===== src/hdl/backlight_linear_fade_unit_assert.svh =====
// Assertion macros shared by the backlight fade unit modules.
// Each use stands on a line of its own; clock and reset are passed in.
`ifndef BACKLIGHT_LINEAR_FADE_UNIT_ASSERT_SVH
`define BACKLIGHT_LINEAR_FADE_UNIT_ASSERT_SVH

// Same-cycle implication, disabled while reset is asserted
`define BLF_ASSERT_SAME(label, clk, rstn, ante, cons) \
    label: assert property (@(posedge clk) disable iff (!(rstn)) (ante) |-> (cons)) \
        else $error("blf assertion failed");

// Next-cycle implication, disabled while reset is asserted
`define BLF_ASSERT_NEXT(label, clk, rstn, ante, cons) \
    label: assert property (@(posedge clk) disable iff (!(rstn)) (ante) |=> (cons)) \
        else $error("blf assertion failed");

`endif


===== src/hdl/blf_pkg.sv =====
// ============================================================================
// blf_pkg
// Shared types and constants of the backlight linear fade unit.
// ============================================================================
`timescale 1ns / 1ps
`default_nettype none

package blf_pkg;

    localparam int OP_W     = 2;
    localparam int LEVEL_W  = 8;
    localparam int DUR_W    = 16;
    localparam int PROD_W   = LEVEL_W + DUR_W;   // product and dividend width
    localparam int DIV_STEPS = LEVEL_W;          // one quotient bit per step
    localparam int DIV_CNT_W = $clog2(DIV_STEPS);

    typedef enum logic [OP_W-1:0] {
        OP_SET    = 2'd0,
        OP_FADE   = 2'd1,
        OP_SWITCH = 2'd2,
        OP_TICK   = 2'd3
    } op_t;

    // Controller to datapath commands
    typedef struct packed {
        logic accept;     // apply the accepted item to the state
        logic mul;        // form the two interpolation products
        logic sum;        // combine products, load the divider
        logic div_step;   // one restoring division step
        logic apply;      // write the quotient as applied duty
        logic push;       // load the result register
    } blf_cmd_t;

    // Datapath to controller status
    typedef struct packed {
        logic need_div;   // accepted tick lands inside a running fade
    } blf_status_t;

endpackage

`default_nettype wire


===== src/hdl/blf_datapath.sv =====
// ============================================================================
// blf_datapath
// Fade state, interpolation multipliers, serial divider and result register.
// ============================================================================
`timescale 1ns / 1ps
`default_nettype none

`include "backlight_linear_fade_unit_assert.svh"

module blf_datapath (
    input  wire logic                          aclk,
    input  wire logic                          aresetn,
    input  wire logic [blf_pkg::OP_W-1:0]      s_op,
    input  wire logic [blf_pkg::LEVEL_W-1:0]   s_level,
    input  wire logic [blf_pkg::DUR_W-1:0]     s_duration_ms,
    input  wire logic                          s_backlight_on,
    input  wire blf_pkg::blf_cmd_t             cmd,
    output blf_pkg::blf_status_t               status,
    output logic [blf_pkg::LEVEL_W-1:0]        m_duty,
    output logic                               m_fade_active
);

    localparam int LW = blf_pkg::LEVEL_W;
    localparam int DW = blf_pkg::DUR_W;
    localparam int PW = blf_pkg::PROD_W;

    // Fade state
    logic          running_reg;
    logic [LW-1:0] from_reg;
    logic [LW-1:0] goal_reg;
    logic [DW-1:0] elapsed_reg;
    logic [DW-1:0] length_reg;
    logic [LW-1:0] stored_reg;
    logic [LW-1:0] applied_reg;

    // Interpolation datapath
    logic          up_reg;
    logic [PW-1:0] base_reg;
    logic [PW-1:0] step_reg;
    logic [DW-1:0] rem_reg;
    logic [LW-1:0] dvd_reg;
    logic [LW-1:0] quo_reg;

    // Result register
    logic [LW-1:0] duty_out_reg;
    logic          active_out_reg;

    logic [DW-1:0] elapsed_inc;
    logic [LW-1:0] diff;
    logic [PW-1:0] num;
    logic [DW:0]   trial;
    logic          trial_ge;
    logic          apply_in_range;

    // Saturating tick count and the decision to interpolate
    always_comb begin
        elapsed_inc = (elapsed_reg == {DW{1'b1}}) ? elapsed_reg : elapsed_reg + DW'(1);
        status.need_div = (s_op == blf_pkg::OP_TICK) && running_reg
                          && (elapsed_inc < length_reg);
    end

    // Product operands, sum and division step
    always_comb begin
        diff     = (goal_reg >= from_reg) ? (goal_reg - from_reg) : (from_reg - goal_reg);
        num      = up_reg ? (base_reg + step_reg) : (base_reg - step_reg);
        trial    = {rem_reg, dvd_reg[LW-1]};
        trial_ge = (trial >= {1'b0, length_reg});
    end

    // Fade state update on an accepted item and on the final quotient
    always_ff @(posedge aclk) begin
        if (!aresetn) begin
            running_reg <= 1'b0;
            from_reg    <= '0;
            goal_reg    <= '0;
            elapsed_reg <= '0;
            length_reg  <= '0;
            stored_reg  <= '0;
            applied_reg <= '0;
        end else if (cmd.accept) begin
            unique case (blf_pkg::op_t'(s_op))
                blf_pkg::OP_SET: begin
                    running_reg <= 1'b0;
                    stored_reg  <= s_level;
                    applied_reg <= s_level;
                end
                blf_pkg::OP_FADE: begin
                    if (!(running_reg && (goal_reg == s_level))) begin
                        from_reg    <= stored_reg;
                        goal_reg    <= s_level;
                        elapsed_reg <= '0;
                        length_reg  <= s_duration_ms;
                        running_reg <= 1'b1;
                    end
                end
                blf_pkg::OP_SWITCH: begin
                    running_reg <= 1'b0;
                    applied_reg <= s_backlight_on ? stored_reg : '0;
                end
                blf_pkg::OP_TICK: begin
                    if (running_reg) begin
                        elapsed_reg <= elapsed_inc;
                        if (elapsed_inc >= length_reg) begin
                            applied_reg <= goal_reg;
                            stored_reg  <= goal_reg;
                            running_reg <= 1'b0;
                        end
                    end
                end
                default: begin
                    running_reg <= running_reg;
                end
            endcase
        end else if (cmd.apply) begin
            applied_reg <= quo_reg;
        end
    end

    // Multiply, load divider, restoring division
    always_ff @(posedge aclk) begin
        if (cmd.mul) begin
            up_reg   <= (goal_reg >= from_reg);
            base_reg <= PW'(from_reg) * PW'(length_reg);
            step_reg <= PW'(elapsed_reg) * PW'(diff);
        end
        if (cmd.sum) begin
            // numerator stays below 256 * length, so the high part fits the remainder
            rem_reg <= num[PW-1:LW];
            dvd_reg <= num[LW-1:0];
            quo_reg <= '0;
        end else if (cmd.div_step) begin
            rem_reg <= trial_ge ? DW'(trial - {1'b0, length_reg}) : trial[DW-1:0];
            dvd_reg <= {dvd_reg[LW-2:0], 1'b0};
            quo_reg <= {quo_reg[LW-2:0], trial_ge};
        end
    end

    // Result register
    always_ff @(posedge aclk) begin
        if (cmd.push) begin
            duty_out_reg   <= applied_reg;
            active_out_reg <= running_reg;
        end
    end

    assign m_duty        = duty_out_reg;
    assign m_fade_active = active_out_reg;

    // Quotient lies between the fade endpoints
    assign apply_in_range = ((quo_reg >= from_reg) && (quo_reg <= goal_reg))
                            || ((quo_reg <= from_reg) && (quo_reg >= goal_reg));

    // Interpolated duty only while a fade runs, and between its endpoints
    `BLF_ASSERT_SAME(a_apply_running, aclk, aresetn, cmd.apply, running_reg)
    `BLF_ASSERT_SAME(a_apply_bounded, aclk, aresetn, cmd.apply, apply_in_range)

endmodule

`default_nettype wire


===== src/hdl/blf_ctrl.sv =====
// ============================================================================
// blf_ctrl
// Sequencer for the fade unit: item intake, interpolation steps, result push.
// ============================================================================
`timescale 1ns / 1ps
`default_nettype none

`include "backlight_linear_fade_unit_assert.svh"

module blf_ctrl (
    input  wire logic                  aclk,
    input  wire logic                  aresetn,
    input  wire logic                  s_valid,
    output logic                       s_ready,
    output logic                       m_valid,
    input  wire logic                  m_ready,
    input  wire blf_pkg::blf_status_t  status,
    output blf_pkg::blf_cmd_t          cmd
);

    typedef enum logic [5:0] {
        S_IDLE  = 6'b000001,
        S_MUL   = 6'b000010,
        S_SUM   = 6'b000100,
        S_DIV   = 6'b001000,
        S_APPLY = 6'b010000,
        S_PUSH  = 6'b100000
    } state_t;

    localparam int CW = blf_pkg::DIV_CNT_W;

    state_t        state_reg, state_next;
    logic [CW-1:0] cnt_reg, cnt_next;
    logic          m_valid_reg, m_valid_next;
    logic          last_step;

    assign last_step = (cnt_reg == CW'(blf_pkg::DIV_STEPS - 1));

    // Next state and commands
    always_comb begin
        state_next = state_reg;
        cnt_next   = cnt_reg;
        cmd        = '0;
        s_ready    = (state_reg == S_IDLE);
        unique case (state_reg)
            S_IDLE: begin
                if (s_valid) begin
                    cmd.accept = 1'b1;
                    state_next = status.need_div ? S_MUL : S_PUSH;
                end
            end
            S_MUL: begin
                cmd.mul    = 1'b1;
                state_next = S_SUM;
            end
            S_SUM: begin
                cmd.sum    = 1'b1;
                cnt_next   = '0;
                state_next = S_DIV;
            end
            S_DIV: begin
                cmd.div_step = 1'b1;
                cnt_next     = cnt_reg + CW'(1);
                if (last_step) begin
                    state_next = S_APPLY;
                end
            end
            S_APPLY: begin
                cmd.apply  = 1'b1;
                state_next = S_PUSH;
            end
            S_PUSH: begin
                // wait for the result register to free up
                if (!m_valid_reg || m_ready) begin
                    cmd.push   = 1'b1;
                    state_next = S_IDLE;
                end
            end
            default: begin
                state_next = S_IDLE;
            end
        endcase
        m_valid_next = cmd.push | (m_valid_reg & ~m_ready);
    end

    always_ff @(posedge aclk) begin
        if (!aresetn) begin
            state_reg   <= S_IDLE;
            cnt_reg     <= '0;
            m_valid_reg <= 1'b0;
        end else begin
            state_reg   <= state_next;
            cnt_reg     <= cnt_next;
            m_valid_reg <= m_valid_next;
        end
    end

    assign m_valid = m_valid_reg;

    `BLF_ASSERT_SAME(a_push_slot_free, aclk, aresetn, cmd.push, !m_valid_reg || m_ready)
    `BLF_ASSERT_NEXT(a_div_path, aclk, aresetn, cmd.accept && status.need_div, state_reg == S_MUL)
    `BLF_ASSERT_NEXT(a_div_ends, aclk, aresetn, (state_reg == S_DIV) && last_step, state_reg == S_APPLY)
    `BLF_ASSERT_NEXT(a_push_valid, aclk, aresetn, cmd.push, m_valid_reg)

endmodule

`default_nettype wire


===== src/hdl/backlight_linear_fade_unit.sv =====
// ============================================================================
// backlight_linear_fade_unit
// Backlight PWM duty controller with set, linear fade, on/off and ms tick.
// ============================================================================
// Usage:
//   Input channel s_*: one operation per transfer (s_op with s_level,
//   s_duration_ms, s_backlight_on). Result channel m_*: exactly one transfer
//   per input, carrying the applied duty and the fade-active flag.
//   Set, fade start, switch and a tick that does not interpolate go from
//   intake straight to the push into the result register. A tick inside
//   a running fade passes through the multiply state, the add state, the
//   bit-serial restoring divider (one quotient bit per cycle, one step per
//   bit of the level width), the apply state and the push into the result
//   register. Throughput: one item in flight; s_ready is high only when
//   the sequencer is idle, so a new item is taken only after the last push.
//   The result register decouples the two sides: a new input is taken while
//   the previous result still waits; if the receiver stalls longer, the
//   next result holds inside the block and s_ready stays low.
//   Reset (aresetn low, synchronous): fade stopped, brightness and duty 0,
//   no result pending.
// ============================================================================
`timescale 1ns / 1ps
`default_nettype none

module backlight_linear_fade_unit (
    input  wire logic                          aclk,
    input  wire logic                          aresetn,
    input  wire logic                          s_valid,
    output logic                               s_ready,
    input  wire logic [blf_pkg::OP_W-1:0]      s_op,
    input  wire logic [blf_pkg::LEVEL_W-1:0]   s_level,
    input  wire logic [blf_pkg::DUR_W-1:0]     s_duration_ms,
    input  wire logic                          s_backlight_on,
    output logic                               m_valid,
    input  wire logic                          m_ready,
    output logic [blf_pkg::LEVEL_W-1:0]        m_duty,
    output logic                               m_fade_active
);

    blf_pkg::blf_cmd_t    cmd;
    blf_pkg::blf_status_t status;

    // Sequencer
    blf_ctrl u_ctrl (
        .aclk    (aclk),
        .aresetn (aresetn),
        .s_valid (s_valid),
        .s_ready (s_ready),
        .m_valid (m_valid),
        .m_ready (m_ready),
        .status  (status),
        .cmd     (cmd)
    );

    // State, arithmetic and result register
    blf_datapath u_datapath (
        .aclk           (aclk),
        .aresetn        (aresetn),
        .s_op           (s_op),
        .s_level        (s_level),
        .s_duration_ms  (s_duration_ms),
        .s_backlight_on (s_backlight_on),
        .cmd            (cmd),
        .status         (status),
        .m_duty         (m_duty),
        .m_fade_active  (m_fade_active)
    );

endmodule

`default_nettype wire


===== config.mk =====
export PLATFORM = sky130hd
export DESIGN_NAME = backlight_linear_fade_unit
export DESIGN_NICKNAME = d
export VERILOG_FILES = /design/src/hdl/blf_pkg.sv /design/src/hdl/blf_datapath.sv /design/src/hdl/blf_ctrl.sv /design/src/hdl/backlight_linear_fade_unit.sv
export VERILOG_INCLUDE_DIRS = /design/src /design/src/hdl
export SDC_FILE = /design/constraint.sdc
export NUM_CORES = 1
export LEC_CHECK = 0
export BUFFER_PORTS_ARGS = -buffer_cell sky130_fd_sc_hd__buf_2
export CELL_PAD_IN_SITES_DETAIL_PLACEMENT = 1
export CELL_PAD_IN_SITES_GLOBAL_PLACEMENT = 2
export CORE_MARGIN = 4
export CORE_UTILIZATION = 30
export CTS_CLUSTER_DIAMETER = 100
export CTS_CLUSTER_SIZE = 20
export DETAILED_ROUTE_END_ITERATION = 6
export PLACE_DENSITY_LB_ADDON = 0.1
export SYNTH_ARGS = -nofsm -noshare
export SYNTH_HDL_FRONTEND = slang
export SYNTH_SLANG_ARGS = --single-unit

===== constraint.sdc =====
create_clock -name aclk -period 8.4 [get_ports aclk]
set_clock_uncertainty 0.1 [all_clocks]
set_input_delay 0.84 -clock aclk [delete_from_list [all_inputs] [get_ports aclk]]
set_output_delay 0.84 -clock aclk [all_outputs]
set_load 0.02 [all_outputs]

# --- Yosys cells after proc, flatten, opt, wreduce, memory -nomap -nowiden ---
# Cells that the tools add are included.
word_totals:
  out_inout_bits: 11
  elab_cells: 110
  ff_bits: 165
op_classes:
  eq_ne: 21
  n_reduce_logical: 18
  bitwise_logic: 4
  multipliers: 2
  muxes: 36
  add_sub_neg: 7
  n_lt_le_gt_ge: 4
ops:
  columns: ["op", "n"]
  rows:
  - ["2-to-1 mux 16 bit", 6]
  - ["2-to-1 mux 8 bit", 8]
  - ["case mux 6 bit (6 select lines)", 1]
  - ["case mux 16 bit (2 select lines)", 1]
  - ["adder 24 bit", 1]
  - ["multiplier 16 x 8 -> 24 bit", 1]
  - ["multiplier 8 x 16 -> 24 bit", 1]
  - ["2-to-1 mux 24 bit", 1]
  - ["2-to-1 mux 6 bit", 4]
  - ["case mux 8 bit (3 select lines)", 1]
  - ["subtractor 24 bit", 1]
  - [">= comparator 17 x 16 -> 1 bit", 1]
  - ["adder 16 x 1 -> 16 bit (second input constant)", 1]
  - ["equality test 16 bit (second input constant)", 1]
  - [">= comparator 16 bit", 1]
  - ["less-than comparator 16 bit", 1]
  - ["case mux 8 bit (2 select lines)", 1]
  - ["subtractor 16 bit", 1]
  - ["subtractor 8 bit", 2]
  - ["AND reduction 4 bit", 3]
  - ["2-to-1 mux 1 bit", 11]
  - ["nonzero test 2 bit", 5]
  - ["equality test 8 bit", 1]
  - [">= comparator 8 bit", 1]
  - ["27 further kinds", 36]

# --- Depth between registers and ports, before layout ---
# Gate-level depths: netlist (run 1).
depth:
  ltp_word: 7
  depth_mapped: 30
  ltp_nobuf: 30

# --- Cells and area by module ---
# Synthesis (run 1) repeated with hierarchy kept, for this count alone.
hier_totals:
  hier_cells: 2041
  area_unflattened_um2: 18391.4
by_module_without_submodules:
  columns: ["mod", "seq_area_each_um2", "n_inst", "cells_per_inst", "area_each_um2"]
  rows:
  - ["blf_datapath", 3923.8, 1, 1991, 17900.9]
  - ["blf_ctrl", 200.2, 1, 50, 490.5]

# --- Worst setup path after synthesis (run 1) ---
# OpenSTA, ideal clock, no wires.
synth_path:
  path_type: "register to register"
  startpoint: "reg u_datapath.goal_reg[0]"
  endpoint: "reg u_datapath.step_reg[20] (data pin)"
  setup_time_ns: 0.265
  synth_period_minus_slack_ns: 7.283
  path_slack_ns: 1.117
  arrival_time_ns: 6.918
  path_stages_with_launch: 30
  required_ns: 8.035
  cell_sequence: "dfxtp_1 -> inv_1 -> ha_1 -> inv_1 -> fa_1 -> a21o_1 -> a21o_1 -> a21o_1 -> a2111oi_4 -> o21a_2 -> inv_4 -> mux2i_1 -> xnor2_1 -> clkbuf_1 -> nand2_1 -> fa_1 -> fa_1 -> inv_1 -> fa_1 -> inv_1 -> fa_1 -> inv_1 -> ha_1 -> or4_1 -> nor2_1 -> o31ai_1 -> o21a_1 -> a221oi_1 -> o21ai_0 -> xor2_1"
synth_via:
  elab_chain_len: 3
synth_lines:
  columns: ["element", "line", "text"]
  rows:
  - ["start, declared", "blf_datapath.sv:30", "logic [LW-1:0] goal_reg;"]
  - ["start signal, assigned", "blf_datapath.sv:90", "goal_reg <= s_level;"]
  - ["subtractor 8 bit or >= comparator 8 bit (tied branches)", "blf_datapath.sv:64", "diff = (goal_reg >= from_reg) ? (goal_reg - from_reg) : (from_reg - goal_reg);"]
  - ["2-to-1 mux 8 bit (*)", "blf_datapath.sv:64", null]
  - ["multiplier 16 x 8 -> 24 bit (*)", "blf_datapath.sv:124", "step_reg <= PW'(elapsed_reg) * PW'(diff);"]
  - ["end signal, assigned", "blf_datapath.sv:124", null]
  - ["end, declared", "blf_datapath.sv:39", "logic [PW-1:0] step_reg;"]
# Mark *: on every way between the ends. The rest lies on a longest branch, timed or not.
# A chain may end at the register's enable or synchronous reset.

# --- Worst setup path after layout (run 1) ---
# Same ends and word-level chain as after synthesis.

==> results.sh, run 1 <==
export IMPL_status="finished clean"
export IMPL_arrival_ns=7.99
export IMPL_dr_pass1_iters=4
export IMPL_htreeDepth=4
export IMPL_grt_pass1_vias=16220
export IMPL_root_buffer="clkbuf_16"
export IMPL_portBuffers=41
export IMPL_tritoncts="yes"
export IMPL_internal_power_mw=1.371
export IMPL_peakVddDrop_uv=137.2
export IMPL_drtIter0Drc=656
export IMPL_crit_type="flip-flop to flip-flop"
export IMPL_worstSetupStartpointType="flip-flop"
export IMPL_dpl_cell_area_sq_um=19950
export IMPL_hold_path_class="flip-flop to flip-flop"
export IMPL_routabilityCongestion=0.8061
export IMPL_setup_tns_ns=0
export IMPL_p_comb_frac=0.144
export IMPL_grt_usage=0.1898
export IMPL_dp_cells=2955
export IMPL_yosys_top_cells_area="fa_1, edfxtp_1, ha_1, dfxtp_1, inv_1"
export IMPL_tightest_slew_ns=1.220
export IMPL_viasPerCell=5.076
export IMPL_p_clk_frac=0.411
export IMPL_synth_area_per_cell_sq_um=8.787
export IMPL_dieArea_sq_um=66570
export IMPL_cts_max_path_buffers=2
export IMPL_max_freq_mhz=127.0
export IMPL_switching_power_mw=0.6014
export IMPL_start_util=0.3033
export IMPL_antenna_found_initial=2
export IMPL_p_per_area_nw_per_um2=96.00
export IMPL_yosysUniqueCellTypes=72
export IMPL_drtAntennaViolNets=0
export IMPL_synth_seq_area_share=0.2199
export IMPL_crit_buf_inv=7
export IMPL_cp_slowest_cell="or4_1"
export IMPL_die_x_um=258.0
export IMPL_dpl_hpwl_um=49910
export IMPL_clkLatencyLatePin_ns=0.49
export IMPL_synth_top_area_cell="fa_1"
export IMPL_switching_share=0.3049
export IMPL_crit_family="adder cells"
export IMPL_synth_area_sq_um=18750
export IMPL_ys_ff_latch=165
export IMPL_final_area_sq_um=20550
export IMPL_drt_total_wl_um=62040
export IMPL_drive_above_1_share=0.07070
export IMPL_power_frac_seq=0.444
export IMPL_clkSinkCount=165
export IMPL_drcViolationCount=0
export IMPL_num_nets_final=2506
export IMPL_grt_pass1_wl_um=97810
export IMPL_async_reset_ff_frac=0
export IMPL_setup_viol=0
export IMPL_cp_max_fo=12
export IMPL_post_drt_wl_per_cell_um=20.76
export IMPL_netlist_instances=2134
export IMPL_grt_overflow_total=0
export IMPL_synth_nets=2503
export IMPL_syn2layout_area_growth_pct=9.569
export IMPL_yosysMostFrequentCell="inv_1"
export IMPL_grt_max_degree=52
export IMPL_fp_dieH_um=258.0
export IMPL_synth_edf_count=82
export IMPL_power_mw=1.973
export IMPL_fin_cells=2988
export IMPL_leakage_nw=9.110
export IMPL_rsz0062_at_grt="no"
export IMPL_min_period_over_period=0.9372
export IMPL_rows=91
export IMPL_cp_end_kind="flip-flop"
export IMPL_critPathMaxStageDelay_ns=0.56
export IMPL_drv_cap=0
export IMPL_synthTopCellsByCount="inv_1, nor2_1, nand2_1"
export IMPL_numCtsBuffers=17
export IMPL_cts_setup_buffers=0
export IMPL_synth_ff_type="dfxtp_1"
export IMPL_cp_required_ns=8.52
export IMPL_report_final_slew_viol_count=0
export IMPL_fin_util=0.3323
export IMPL_vias=15170
export IMPL_fin_crit_ns=7.873
export IMPL_coreArea_sq_um=61830
export IMPL_yosys_area_top_type_share=0.1836
export IMPL_ios=42
export IMPL_clkTransAtPathRegs_ns=0.08
export IMPL_max_slew_margin=0.1840
export IMPL_hold_violations=0
export IMPL_yosys_warnings=0
==> cell families (layout without fill, tap and decap cells) <==
family,count (synthesis),count (layout),share of synthesized area
other cells,0,1,0
fa+ha+maj,338,338,0.2944
xor+xnor,109,109,0.05091
compound gates,388,388,0.1383
mux,65,65,0.03510
simple gates,715,715,0.1899
flops,165,165,0.2199
buf+inv,354,370,0.07146
==> placed cells by master (no fill, tap or decap), types with 5 or more instances in the layout <==
cell type / instances
and2_1: 68
a21oi_1: 99
nor4b_1: 16
o31ai_1: 27
a31o_2: 14
nor2_1: 185
nand3b_1: 9
a21o_1: 28
nand3_1: 45
a22oi_1: 10
xor2_1: 43
nand2b_1: 17
a31oi_1: 11
nor2b_1: 51
o211ai_1: 5
nor3_1: 46
fa_1: 172
o21ai_0: 79
a222oi_1: 8
inv_1: 252
o21bai_1: 6
and3_1: 26
dfxtp_1: 83
nor3b_1: 12
a211oi_1: 20
mux2i_1: 61
edfxtp_1: 82
buf_4: 42
o21a_1: 18
nand4_1: 16
buf_2: 41
nor4_1: 9
clkbuf_16: 18
a22o_1: 8
xnor2_1: 65
ha_1: 166
nand2_1: 177
or3_1: 12
a311oi_1: 15
==> timing repair <==
action,in CTS,in global routing
gates resized for setup,0,2
endpoints found under the setup margin,0,4
hold buffers,0,0
==> final cells by class <==
| type | instances | area (sq um) |
|---|---|---|
| clock buffer | 20 | 478.0 |
| tap | 837 | 1047 |
| multi-input combinational | 1615 | 13310 |
| sequential | 165 | 4124 |
| fill | 7166 | 41280 |
| timing repair buffer | 83 | 520.5 |
| inverter | 255 | 959.7 |
| antenna | 1 | 2.502 |
| clock inverter | 12 | 100.1 |
==> power by group through the flow <==
stage               registers [mW]  logic [mW]  clock network (mW)
floorplan                    0.886       0.193                   0
global placement             0.894       0.280                   0
detailed placement           0.895       0.287                   0
CTS                          0.876       0.288               0.848
global route                 0.878       0.317               0.874
finish                       0.876       0.285               0.812
==> worst reg2reg max path, delay by kind of cell (launching register included) <==
family          cells  cell delay (ns)
buf+inv             7             0.61
mux                 1             0.13
simple gates        3             0.83
flops               1             0.37
compound gates      9             2.29
fa+ha+maj           7             2.75
xor+xnor            2             0.54
==> metal layers <==
metal	routed length [um]	global-route usage	vias up	part of all wire
met5	0	0	-	0
met4	673	0.03768	0	0.011
met3	1051	0.02069	31	0.017
met2	29750	0.3221	130	0.48
met1	30570	0.2634	7727	0.49
li1	-	-	7279	-
==> path summary, 6_finish.rpt <==
kind,start,depth (start not counted),end,slack [ns]
setup reg to reg,u_datapath.goal_reg[0],29,u_datapath.step_reg[20],0.53
hold / removal,u_datapath.applied_reg[4],0,u_datapath.m_duty[4],0.32
setup / recovery,u_datapath.goal_reg[0],29,u_datapath.step_reg[20],0.53
hold reg to reg,u_datapath.applied_reg[4],0,u_datapath.m_duty[4],0.32
==> metrics by stage <==
stage,hold slack (ns),worst slack (ns)
floorplan,0.3079,1.117
global placement,0.3194,0.5357
global route,0.3387,0.01233
CTS,0.3301,0.3835
finish,0.3250,0.5275
detailed placement,0.3181,0.4232
(Power assumes the default switching activity.)
==> run 2, diff against run 1 <==
==> constraint.sdc (replaced) <==
create_clock -name aclk -period 8.4 [get_ports aclk]
set_clock_uncertainty 0.1 [all_clocks]
set_input_delay 0 -clock aclk [delete_from_list [all_inputs] [get_ports aclk]]
set_output_delay 0 -clock aclk [all_outputs]
set_load 0.02 [all_outputs]
==> results.sh, run 2 (same netlist as run 1, synthesis figures left out) <==
export IMPL_status="finished clean"
export IMPL_setup_viol=0
export IMPL_leakage_nw=9.238
export IMPL_drcViolationCount=0
export IMPL_switching_share=0.3047
export IMPL_drive_above_1_share=0.06972
export IMPL_regToRegSetupSlack_ns=0.51
export IMPL_dpl_hpwl_um=49910
export IMPL_worstSetupStartpointType="flip-flop"
export IMPL_drtAntennaViolNets=0
export IMPL_internal_power_mw=1.381
export IMPL_drt_total_wl_um=62420
export IMPL_num_nets_final=2536
export IMPL_dieArea_sq_um=66570
export IMPL_grt_pass1_wl_um=98310
export IMPL_root_buffer="clkbuf_16"
export IMPL_tightest_slew_ns=1.251
export IMPL_htreeDepth=4
export IMPL_grt_max_degree=52
export IMPL_peakVddDrop_uv=138.2
export IMPL_p_clk_frac=0.409
export IMPL_hold_path_class="input pin to flip-flop"
export IMPL_antenna_found_initial=2
export IMPL_critPathMaxStageDelay_ns=0.56
export IMPL_numCtsBuffers=17
export IMPL_cp_end_kind="flip-flop"
export IMPL_fin_util=0.3372
export IMPL_cts_setup_buffers=0
export IMPL_grt_pass1_vias=16350
export IMPL_syn2layout_area_growth_pct=11.17
export IMPL_clkTransAtPathRegs_ns=0.07
export IMPL_p_per_area_nw_per_um2=95.30
export IMPL_die_x_um=258.0
export IMPL_tritoncts="yes"
export IMPL_fin_crit_ns=7.889
export IMPL_portBuffers=41
export IMPL_setup_tns_ns=0
export IMPL_report_final_slew_viol_count=0
export IMPL_ios=42
export IMPL_switching_power_mw=0.6053
export IMPL_rsz0062_at_grt="no"
export IMPL_rows=91
export IMPL_post_drt_wl_per_cell_um=20.68
export IMPL_arrival_ns=8.01
export IMPL_cp_slowest_cell="or4_1"
export IMPL_power_mw=1.987
export IMPL_start_util=0.3033
export IMPL_grt_usage=0.1906
export IMPL_clkSinkCount=165
export IMPL_min_period_over_period=0.9392
export IMPL_timing_final_ws_setup_ns=0.5105
export IMPL_fp_dieH_um=258.0
export IMPL_grt_overflow_total=0
export IMPL_max_slew_margin=0.1626
export IMPL_clkLatencyLatePin_ns=0.49
export IMPL_p_comb_frac=0.150
export IMPL_crit_type="flip-flop to flip-flop"
export IMPL_max_freq_mhz=126.8
export IMPL_viasPerCell=5.075
export IMPL_layout_commonest_cell="inv_1"
export IMPL_power_frac_seq=0.441
export IMPL_coreArea_sq_um=61830
export IMPL_drtIter0Drc=695
export IMPL_vias=15320
export IMPL_drv_cap=0
export IMPL_cp_max_fo=12
export IMPL_final_cell_mix="inv_1, nor2_1, nand2_1"
export IMPL_cts_max_path_buffers=2
export IMPL_hold_violations=0
export IMPL_routabilityCongestion=0.8061
export IMPL_dr_pass1_iters=5
export IMPL_post_place_ws_ns=0.4232
export IMPL_cp_required_ns=8.52
run 2: worst paths after layout:
check                                 start                       to  depth (start not counted)
hold / removal                      s_op[0]   u_datapath.running_reg                          5
setup reg to reg     u_datapath.goal_reg[0]  u_datapath.step_reg[20]                         29
hold reg to reg   u_datapath.applied_reg[4]     u_datapath.m_duty[4]                          0
setup / recovery     u_datapath.goal_reg[0]  u_datapath.step_reg[20]                         29
run 2: final cells by class:
type / instances / area [sq um]
multi-input combinational: 1615 / 13310
sequential: 165 / 4124
clock buffer: 20 / 478.0
tap: 837 / 1047
inverter: 255 / 959.7
fill: 7164 / 40980
timing repair buffer: 113 / 820.8
antenna: 1 / 2.502
clock inverter: 12 / 100.1
run 2: through the flow:
step	hold slack (ns)	std cells	area, sq um
after global placement	0.1275	2955	19950
after global routing	0.1172	3017	20840
after detailed placement	0.1340	2955	19950
after CTS	0.01435	3017	20830
final	0.06705	3018	20850
after floorplan	-0.03806	2134	18750
run 2: worst max-delay path: cells and delay by family, from the launching register on:
kind,cells,cell delay (ns)
adders and majority gates,7,2.75
AOI/OAI and AO/OA,9,2.29
and+or+nand+nor,3,0.83
buffers and inverters,7,0.61
xor gates and xnor gates,2,0.55
DFF,1,0.37
muxes,1,0.13
run 2: power groups by stage:
stage,clock network (mW),logic (mW),registers [mW]
after global placement,0,0.280,0.894
after global routing,0.874,0.331,0.878
final,0.813,0.297,0.876
after detailed placement,0,0.287,0.895
after CTS,0.848,0.300,0.876
after floorplan,0,0.193,0.886
run 2: per-layer routing:
layer	up-vias	share of wire	routed length, um	GRT usage
li1	7340	-	-	-
met1	7821	0.49	30740	0.2642
met2	122	0.48	29970	0.3238
met3	33	0.016	1027	0.02059
met4	0	0.011	690	0.03768
met5	-	0	0	0
run 2: repair_timing:
action,in CTS,in global routing
resized for setup,0,2
hold buffers,30,0
hold endpoints to repair,41,0
endpoints found under the setup margin,0,4
